[config.mk]
export PLATFORM = sky130hd
export DESIGN_NAME = region_select_bump_allocator
export DESIGN_NICKNAME = d
export VERILOG_FILES = /design/src/rtl/rsba_pkg.sv /design/src/rtl/region_select_bump_allocator.sv
export VERILOG_INCLUDE_DIRS = /design/src /design/src/rtl
export SDC_FILE = /design/constraint.sdc
export NUM_CORES = 1
export LEC_CHECK = 0
export BUFFER_PORTS_ARGS = -buffer_cell sky130_fd_sc_hd__buf_4
export CAP_MARGIN = 20
export CORE_ASPECT_RATIO = 1.2
export CORE_MARGIN = 8
export CORE_UTILIZATION = 60
export DETAILED_ROUTE_END_ITERATION = 10
export PLACE_DENSITY = 0.82
export RECOVER_POWER = 25
export SLEW_MARGIN = 20
export SYNTH_ARGS = -nofsm -noshare
export SYNTH_HDL_FRONTEND = slang
export SYNTH_SLANG_ARGS = --single-unit
[constraint.sdc]
create_clock -name i_clk -period 9.8 [get_ports i_clk]
set_input_delay 0 -clock i_clk [delete_from_list [all_inputs] [get_ports i_clk]]
set_output_delay 0 -clock i_clk [all_outputs]
set_load 0.01 [all_outputs]
[src/rtl/region_select_bump_allocator_assert.svh]
// Assertion macros shared by the allocator RTL.
`ifndef REGION_SELECT_BUMP_ALLOCATOR_ASSERT_SVH
`define REGION_SELECT_BUMP_ALLOCATOR_ASSERT_SVH

// Checked at every clock edge outside reset.
`define RSBA_ASSERT(lbl, prop, msg) \
    lbl: assert property (@(posedge i_clk) disable iff (!i_rst_n) (prop)) else $error(msg);

// Checked at every clock edge, reset included.
`define RSBA_ASSERT_ALWAYS(lbl, prop, msg) \
    lbl: assert property (@(posedge i_clk) (prop)) else $error(msg);

`endif

[src/rtl/rsba_pkg.sv]
// Package with widths, constants and codes of the region-select bump allocator.
package rsba_pkg;

    // Pool addresses are clamped to 2^ADDR_LIMIT_BITS.
    localparam int ADDR_LIMIT_BITS = 32;
    localparam int AW              = ADDR_LIMIT_BITS + 1;
    localparam int PW              = ((ADDR_LIMIT_BITS > 33) ? ADDR_LIMIT_BITS : 33) + 3;
    localparam int OUT_W           = 33;
    localparam int PAGE_SHIFT      = 12;

    typedef logic [AW-1:0] t_addr;
    typedef logic [PW-1:0] t_wide;

    localparam logic [63:0] ADDR_CAP      = 64'd1 << ADDR_LIMIT_BITS;
    localparam t_addr       LOW_FLOOR     = AW'(64'd1 << 20);
    localparam t_addr       PAGE_MASK     = AW'(64'hFFF);
    localparam logic [31:0] DEFAULT_ALIGN = 32'd16;

    // Usable firmware memory type codes.
    localparam logic [31:0] MT_LOADER_CODE  = 32'd1;
    localparam logic [31:0] MT_LOADER_DATA  = 32'd2;
    localparam logic [31:0] MT_BOOT_CODE    = 32'd3;
    localparam logic [31:0] MT_BOOT_DATA    = 32'd4;
    localparam logic [31:0] MT_CONVENTIONAL = 32'd7;
    localparam logic [31:0] MT_ACPI_RECLAIM = 32'd9;
    localparam logic [31:0] MT_ACPI_NVS     = 32'd10;

    typedef enum logic [1:0] {
        OP_DESCRIPTOR = 2'd0,
        OP_FINISH     = 2'd1,
        OP_ALLOCATE   = 2'd2
    } t_op;

endpackage

[src/rtl/region_select_bump_allocator.sv]
// Top level of the region-select bump allocator: one two-register pipeline.
//
// The block takes one beat per item on the input channel (i_in_valid and
// o_in_stall) and returns exactly one result beat per item on the output
// channel (o_out_valid and i_out_stall), in order. A descriptor beat offers
// a memory region, a finish beat fixes the pool base at or above 1 MiB on a
// 4 KiB boundary, and an allocate beat bumps the pointer through the pool.
// Every result carries the grant flag, the block address, the pool limit and
// the highest usable end address seen so far.
//
// A beat accepted on the input channel is held in the input register,
// processed against the pool state from there, and its result is loaded
// into the result register, where the receiver can take it. Throughput is
// one beat per cycle while the receiver does not stall a result; the state
// update for one item is a single pass of adders and comparators, so a new
// item can follow directly behind the previous one.
//
// When the receiver stalls a valid result, the whole pipeline holds and
// o_in_stall is raised in the same cycle; nothing is dropped. A synchronous
// low reset clears the pool state and both valid flags; the first beat may
// be offered in the cycle after reset is released.
`include "region_select_bump_allocator_assert.svh"

module region_select_bump_allocator (
    input  logic        i_clk,
    input  logic        i_rst_n,
    // Input channel.
    input  logic        i_in_valid,
    output logic        o_in_stall,
    input  logic [1:0]  i_operation,
    input  logic [31:0] i_mem_type,
    input  logic [63:0] i_phys_addr,
    input  logic [63:0] i_page_count,
    input  logic [32:0] i_alloc_size,
    input  logic [31:0] i_alignment,
    // Output channel.
    output logic        o_out_valid,
    input  logic        i_out_stall,
    output logic        o_granted,
    output logic [32:0] o_block_addr,
    output logic [32:0] o_pool_limit,
    output logic [32:0] o_memory_top
);

    // Pipeline control: everything moves unless a result is held by the receiver.
    logic advance;

    // Input register.
    logic            r_in_valid;
    rsba_pkg::t_op   r_op;
    logic [1:0]      r_op_code;
    logic [31:0]     r_mem_type;
    logic [63:0]     r_phys_addr;
    logic [63:0]     r_page_count;
    logic [32:0]     r_alloc_size;
    logic [31:0]     r_alignment;

    // Pool state.
    rsba_pkg::t_addr r_region_start, n_region_start;
    rsba_pkg::t_addr r_region_limit, n_region_limit;
    rsba_pkg::t_addr r_next_free,    n_next_free;
    rsba_pkg::t_addr r_highest_end,  n_highest_end;

    // Result register.
    logic                       r_out_valid;
    logic                       r_granted,    n_granted;
    logic [rsba_pkg::AW-1:0]    r_block_addr, n_block_addr;

    // Descriptor path.
    logic [63:0]     d_stop_raw;
    logic [63:0]     d_stop64;
    logic            d_usable;
    logic            d_nonempty;
    rsba_pkg::t_addr d_start;
    rsba_pkg::t_addr d_stop;
    rsba_pkg::t_addr d_len;
    rsba_pkg::t_addr d_cur_len;
    logic            d_cur_ok;
    logic            d_wins;

    // Finish path.
    rsba_pkg::t_addr f_floor;
    rsba_pkg::t_addr f_base;

    // Allocate path.
    logic [31:0]     a_align;
    rsba_pkg::t_wide a_mask;
    rsba_pkg::t_wide a_addr;
    rsba_pkg::t_wide a_end;
    logic            a_fits;

    assign advance    = !(r_out_valid && i_out_stall);
    assign o_in_stall = !advance;

    always_ff @(posedge i_clk) begin
        if (!i_rst_n) begin
            r_in_valid <= 1'b0;
        end else if (advance) begin
            r_in_valid <= i_in_valid;
        end
    end

    always_ff @(posedge i_clk) begin
        if (advance) begin
            r_op_code    <= i_operation;
            r_mem_type   <= i_mem_type;
            r_phys_addr  <= i_phys_addr;
            r_page_count <= i_page_count;
            r_alloc_size <= i_alloc_size;
            r_alignment  <= i_alignment;
        end
    end

    assign r_op = rsba_pkg::t_op'(r_op_code);

    // Descriptor: end address wraps at 64 bits, then clamps to the address limit.
    assign d_stop_raw = r_phys_addr + {r_page_count[63-rsba_pkg::PAGE_SHIFT:0],
                                       {rsba_pkg::PAGE_SHIFT{1'b0}}};
    assign d_stop64   = (d_stop_raw > rsba_pkg::ADDR_CAP) ? rsba_pkg::ADDR_CAP : d_stop_raw;
    assign d_nonempty = r_phys_addr < d_stop64;
    assign d_usable   = (r_mem_type == rsba_pkg::MT_LOADER_CODE)  ||
                        (r_mem_type == rsba_pkg::MT_LOADER_DATA)  ||
                        (r_mem_type == rsba_pkg::MT_BOOT_CODE)    ||
                        (r_mem_type == rsba_pkg::MT_BOOT_DATA)    ||
                        (r_mem_type == rsba_pkg::MT_CONVENTIONAL) ||
                        (r_mem_type == rsba_pkg::MT_ACPI_RECLAIM) ||
                        (r_mem_type == rsba_pkg::MT_ACPI_NVS);
    // A non-empty region lies entirely below the cap, so both ends fit the pool width.
    assign d_start    = rsba_pkg::AW'(r_phys_addr);
    assign d_stop     = rsba_pkg::AW'(d_stop64);
    assign d_len      = d_stop - d_start;
    // When the base has been pushed past the limit, the current length would wrap,
    // so d_cur_ok is low and no region can beat it.
    assign d_cur_ok   = r_region_limit >= r_region_start;
    assign d_cur_len  = r_region_limit - r_region_start;
    assign d_wins     = d_cur_ok && (d_len > d_cur_len);

    // Finish: raise to 1 MiB, then round up to a page boundary.
    assign f_floor = (r_region_start < rsba_pkg::LOW_FLOOR) ? rsba_pkg::LOW_FLOOR
                                                            : r_region_start;
    assign f_base  = (f_floor + rsba_pkg::PAGE_MASK) & ~rsba_pkg::PAGE_MASK;

    // Allocate: align the pointer with the mask formula, then check the limit.
    assign a_align = (r_alignment == 32'd0) ? rsba_pkg::DEFAULT_ALIGN : r_alignment;
    assign a_mask  = rsba_pkg::PW'(a_align - 32'd1);
    assign a_addr  = (rsba_pkg::PW'(r_next_free) + a_mask) & ~a_mask;
    assign a_end   = a_addr + rsba_pkg::PW'(r_alloc_size);
    assign a_fits  = a_end <= rsba_pkg::PW'(r_region_limit);

    always_comb begin
        n_region_start = r_region_start;
        n_region_limit = r_region_limit;
        n_next_free    = r_next_free;
        n_highest_end  = r_highest_end;
        n_granted      = 1'b0;
        n_block_addr   = '0;
        case (r_op)
            rsba_pkg::OP_DESCRIPTOR: begin
                if (d_usable && d_nonempty) begin
                    if (d_stop > r_highest_end) begin
                        n_highest_end = d_stop;
                    end
                    if (d_wins) begin
                        n_region_start = d_start;
                        n_region_limit = d_stop;
                    end
                end
            end
            rsba_pkg::OP_FINISH: begin
                n_region_start = f_base;
                n_next_free    = f_base;
            end
            rsba_pkg::OP_ALLOCATE: begin
                if (a_fits) begin
                    n_granted    = 1'b1;
                    n_block_addr = rsba_pkg::AW'(a_addr);
                    n_next_free  = rsba_pkg::AW'(a_end);
                end
            end
            default: begin
                // Unused code: report the state unchanged.
            end
        endcase
    end

    always_ff @(posedge i_clk) begin
        if (!i_rst_n) begin
            r_region_start <= '0;
            r_region_limit <= '0;
            r_next_free    <= '0;
            r_highest_end  <= '0;
            r_out_valid    <= 1'b0;
        end else if (advance) begin
            r_out_valid <= r_in_valid;
            if (r_in_valid) begin
                r_region_start <= n_region_start;
                r_region_limit <= n_region_limit;
                r_next_free    <= n_next_free;
                r_highest_end  <= n_highest_end;
            end
        end
    end

    always_ff @(posedge i_clk) begin
        if (advance) begin
            r_granted    <= n_granted;
            r_block_addr <= n_block_addr;
        end
    end

    // Pool limit and memory top only change when a result is loaded, so they
    // read straight from the state registers.
    assign o_out_valid  = r_out_valid;
    assign o_granted    = r_granted;
    assign o_block_addr = rsba_pkg::OUT_W'(r_block_addr);
    assign o_pool_limit = rsba_pkg::OUT_W'(r_region_limit);
    assign o_memory_top = rsba_pkg::OUT_W'(r_highest_end);

    `RSBA_ASSERT(a_grant_inside_pool,
        (r_out_valid && r_granted) |-> (r_block_addr <= r_region_limit),
        "granted block lies above the pool limit")
    `RSBA_ASSERT(a_refusal_has_no_addr,
        (r_out_valid && !r_granted) |-> (r_block_addr == '0),
        "refused or non-allocate result carries an address")
    `RSBA_ASSERT(a_top_covers_pool,
        r_highest_end >= r_region_limit,
        "memory top fell below the pool limit")
    `RSBA_ASSERT(a_pointer_below_cap,
        rsba_pkg::PW'(r_next_free) <= rsba_pkg::PW'(rsba_pkg::ADDR_CAP),
        "bump pointer passed the address limit")
    `RSBA_ASSERT_ALWAYS(a_reset_clears_valid,
        !i_rst_n |=> !r_out_valid && !r_in_valid,
        "pipeline holds a beat right after reset")

endmodule

==> flow_summary.ini <==
[run_status]
status = finished clean

[power_and_ir_drop]
swShare_pct = 31.3
p_per_area_nw_per_um2 = 138
internal_power_mw = 3.31
ir_drop_uv = 171
comb_power_share_pct = 27.1
clock_power_share_pct = 34.0
netSwitchingPower_mw = 1.51
total_power_mw = 4.83
p_leak_nw = 15.5
p_seq_share_pct = 38.9

[global_route]
antenna_found_initial = 0
grt_max_degree = 79
grt_pass1_wl_mm = 146
grt.overflow.total = 0
grtUsageTotal_pct = 34.2
grt_pass1_vias = 27000

[setup_path]
crit_required_ps = 10300
cp-end-kind = flip-flop
critPathLaunchType = flip-flop
slowest_delay_ps = 620
rrSetupSlack_ps = 400
path_max_fanout = 25
cp_common_cell = a21o_1
worstPathArrival_ps = 9890
crit_type = flip-flop to flip-flop
cp_slowest_cell = or4_1

[yosys]
yosys-top-cells-count = ha_1, nor2_1, edfxtp_1
synth_edf_count = 249
synth-seq-cells = 383
yosysMostFrequentCell = ha_1
ys_top_cells_by_area = edfxtp_1, ha_1, dfxtp_1
yosys.area.top_type_share_pct = 26.8
yosysTopAreaCell = edfxtp_1
seq_area_frac_synth_pct = 36.4
syn_area_per_cell_um2 = 9.15
ys_types = 88
yosys_warnings = 0
synth_ff_type = edfxtp_1
synthArstFlopShare_pct = 0
synth_area_um2 = 27900
synthesis.instances = 3054

[sta]
slew_violations = 0
clock.fmax_ghz = 0.106
min_period_ps = 9400
finClkSkew_ps = 35.2
hold_violations = 0
rsz0062_at_grt = false
period_share_pct = 95.9
setup-violations-final = 0
max_slew_margin_pct = 38.0
tns_ps = 0
tightest_slew_ps = 930

[finish]
stdcell_count = 4280
seq_area_um2 = 10200
drive_gt1_share_pct = 13.3
final_cell_area_um2 = 34900
antenna_cells = 0
layout.nets = 4187
multiInputGateArea_um2 = 16700
fillers = 3078
area_growth_syn_to_layout_pct = 25.0
final_util_pct = 76.0

[drt]
vias = 26500
viasPerCell = 6.19
final_antenna_net_count = 0
drt-total-wl_mm = 93.9
first_pass_iters = 6
drc_errors = 0
drt-wirelength-per-cell_um = 21.9
drt_iter0_drc = 2325

[floorplan]
start_util_pct = 60.8
die_area_um2 = 53700
row_count = 86
die_h_um = 252
die_w_um = 213
ioPinCount = 333
core_um2 = 45900

[place]
placedInstanceArea_um2 = 31400
post-place-cells = 3987
port_buffers = 320
place_hpwl_mm = 68.0
gp_routability_congestion = 0.994

[clock_network]
cts-root-buf = clkbuf_16
clock-sinks = 383
cts_tree = built
h-tree-depth = 2
path_clk_slew_ps = 80
worstSkewPairLatency_ps = 600
cts_made_buffers = 41
clock_path_buffers = 3

[job]
maxCapViolCount = 0

[min_path]
hp-class = input pin to flip-flop
-- worst max-delay path: cells and delay by family (launching register included) --
kind,cells,cell delay [ps]
and+or+nand+nor,13,2790
buffers and inverters,5,730
xor gates and xnor gates,2,300
DFF,1,460
AOI/OAI and AO/OA,22,3980
adders and majority gates,3,1020
-- registers in the layout, indices dropped and copies added, names as in the netlist, 33 cells and up --
| register | cells |
|---|---|
| o_block_addr | 33 |
| r_page_count | 52 |
| r_phys_addr | 64 |
| r_next_free | 33 |
| o_memory_top | 33 |
| o_pool_limit | 33 |
| r_region_start | 33 |
| r_alloc_size | 33 |
-- area by class of cell --
type | count | area share (%)
clock inverters | 24 | 0.771
multi-input cells | 2381 | 47.9
repair buffers | 596 | 14.3
inverters | 228 | 2.45
well taps | 616 | 2.21
flip-flops and latches | 383 | 29.1
clock buffers | 52 | 3.18
-- logic make-up after synthesis --
family,after synthesis,synth area share [%]
and+or+nand+nor,965,17.0
AOI/OAI and AO/OA,764,17.6
DFF,383,36.4
adders and majority gates,325,14.7
buffers and inverters,320,4.44
xor gates and xnor gates,176,5.52
muxes,120,4.35
other,1,0.0134
-- layout by cell type, fill, tap and decap left out, types with 16 or more instances in the layout --
master         netlist  layout
nand2b_1            45      44
ha_1               321     320
clkbuf_16            0      42
clkbuf_4             0     167
and3_1              20      20
nand3_1             56      56
xor2_1              65      65
and2_1              67      67
nor4_1              44      42
dfxtp_1            134     134
a31oi_1             25      25
clkbuf_1            75      24
a21oi_1            232     231
nor2b_1             42      42
a21o_1             105     105
o21bai_1            26      26
inv_1              227     227
dlygate4sd3_1        0     217
conb_1               1      31
o211ai_1            24      24
mux2i_1            108     108
nor3_1              72      70
or3_1               16      16
a211oi_1            35      34
nor2_1             260     260
o31ai_1             30      30
edfxtp_1           249     249
o21a_1              43      43
o21ai_0            136     134
buf_4                1     192
xnor2_1            111     111
nand4_1             66      66
nand2_1            226     225
-- path summary, 6_finish.rpt --
path | start | to | cells past startpoint
hold reg to reg | r_next_free[20]$_SDFFE_PN0P_ | r_next_free[20]$_SDFFE_PN0P_ | 2
setup reg to reg | r_alignment[27]$_DFFE_PN_ | r_next_free[16]$_SDFFE_PN0P_ | 45
setup / recovery | r_alignment[27]$_DFFE_PN_ | r_next_free[16]$_SDFFE_PN0P_ | 45
hold / removal | i_phys_addr[24] | r_phys_addr[24]$_DFFE_PN_ | 2
-- per-layer routing --
metal,GRT usage (%),vias up,routed length [um]
met1,40.5,12600,35800
li1,-,12300,-
met2,58.9,1373,45600
met3,5.37,283,7150
met4,18.1,0,5360
met5,0,-,0
-- per-stage QoR --
step / hold slack [ps] / setup WS, ps
floorplan: 98.9 / 1180
global placement: 179 / 568
detailed placement: 179 / 486
CTS: 92.0 / 428
global route: 137 / 25.6
finish: 133 / 404
-- power by group through the flow --
stage / logic, mW / registers [mW] / clock network [mW]
2_1_floorplan: 0.816 / 1.89 / 0
3_3_place_gp: 1.15 / 1.90 / 0
3_5_place_dp: 1.19 / 1.90 / 0
4_1_cts: 1.27 / 1.87 / 1.63
5_1_grt: 1.42 / 1.88 / 1.72
6_report: 1.31 / 1.88 / 1.64
-- timing repair --
| action | 4_1_cts | 5_1_grt |
|---|---|---|
| hold buffers | 217 | 0 |
| setup endpoints to repair | 0 | 107 |
| resized for setup | 0 | 12 |
| hold endpoints to repair | 253 | 0 |
| setup buffers | 0 | 0 |
Power figures use the tool's default switching activity.
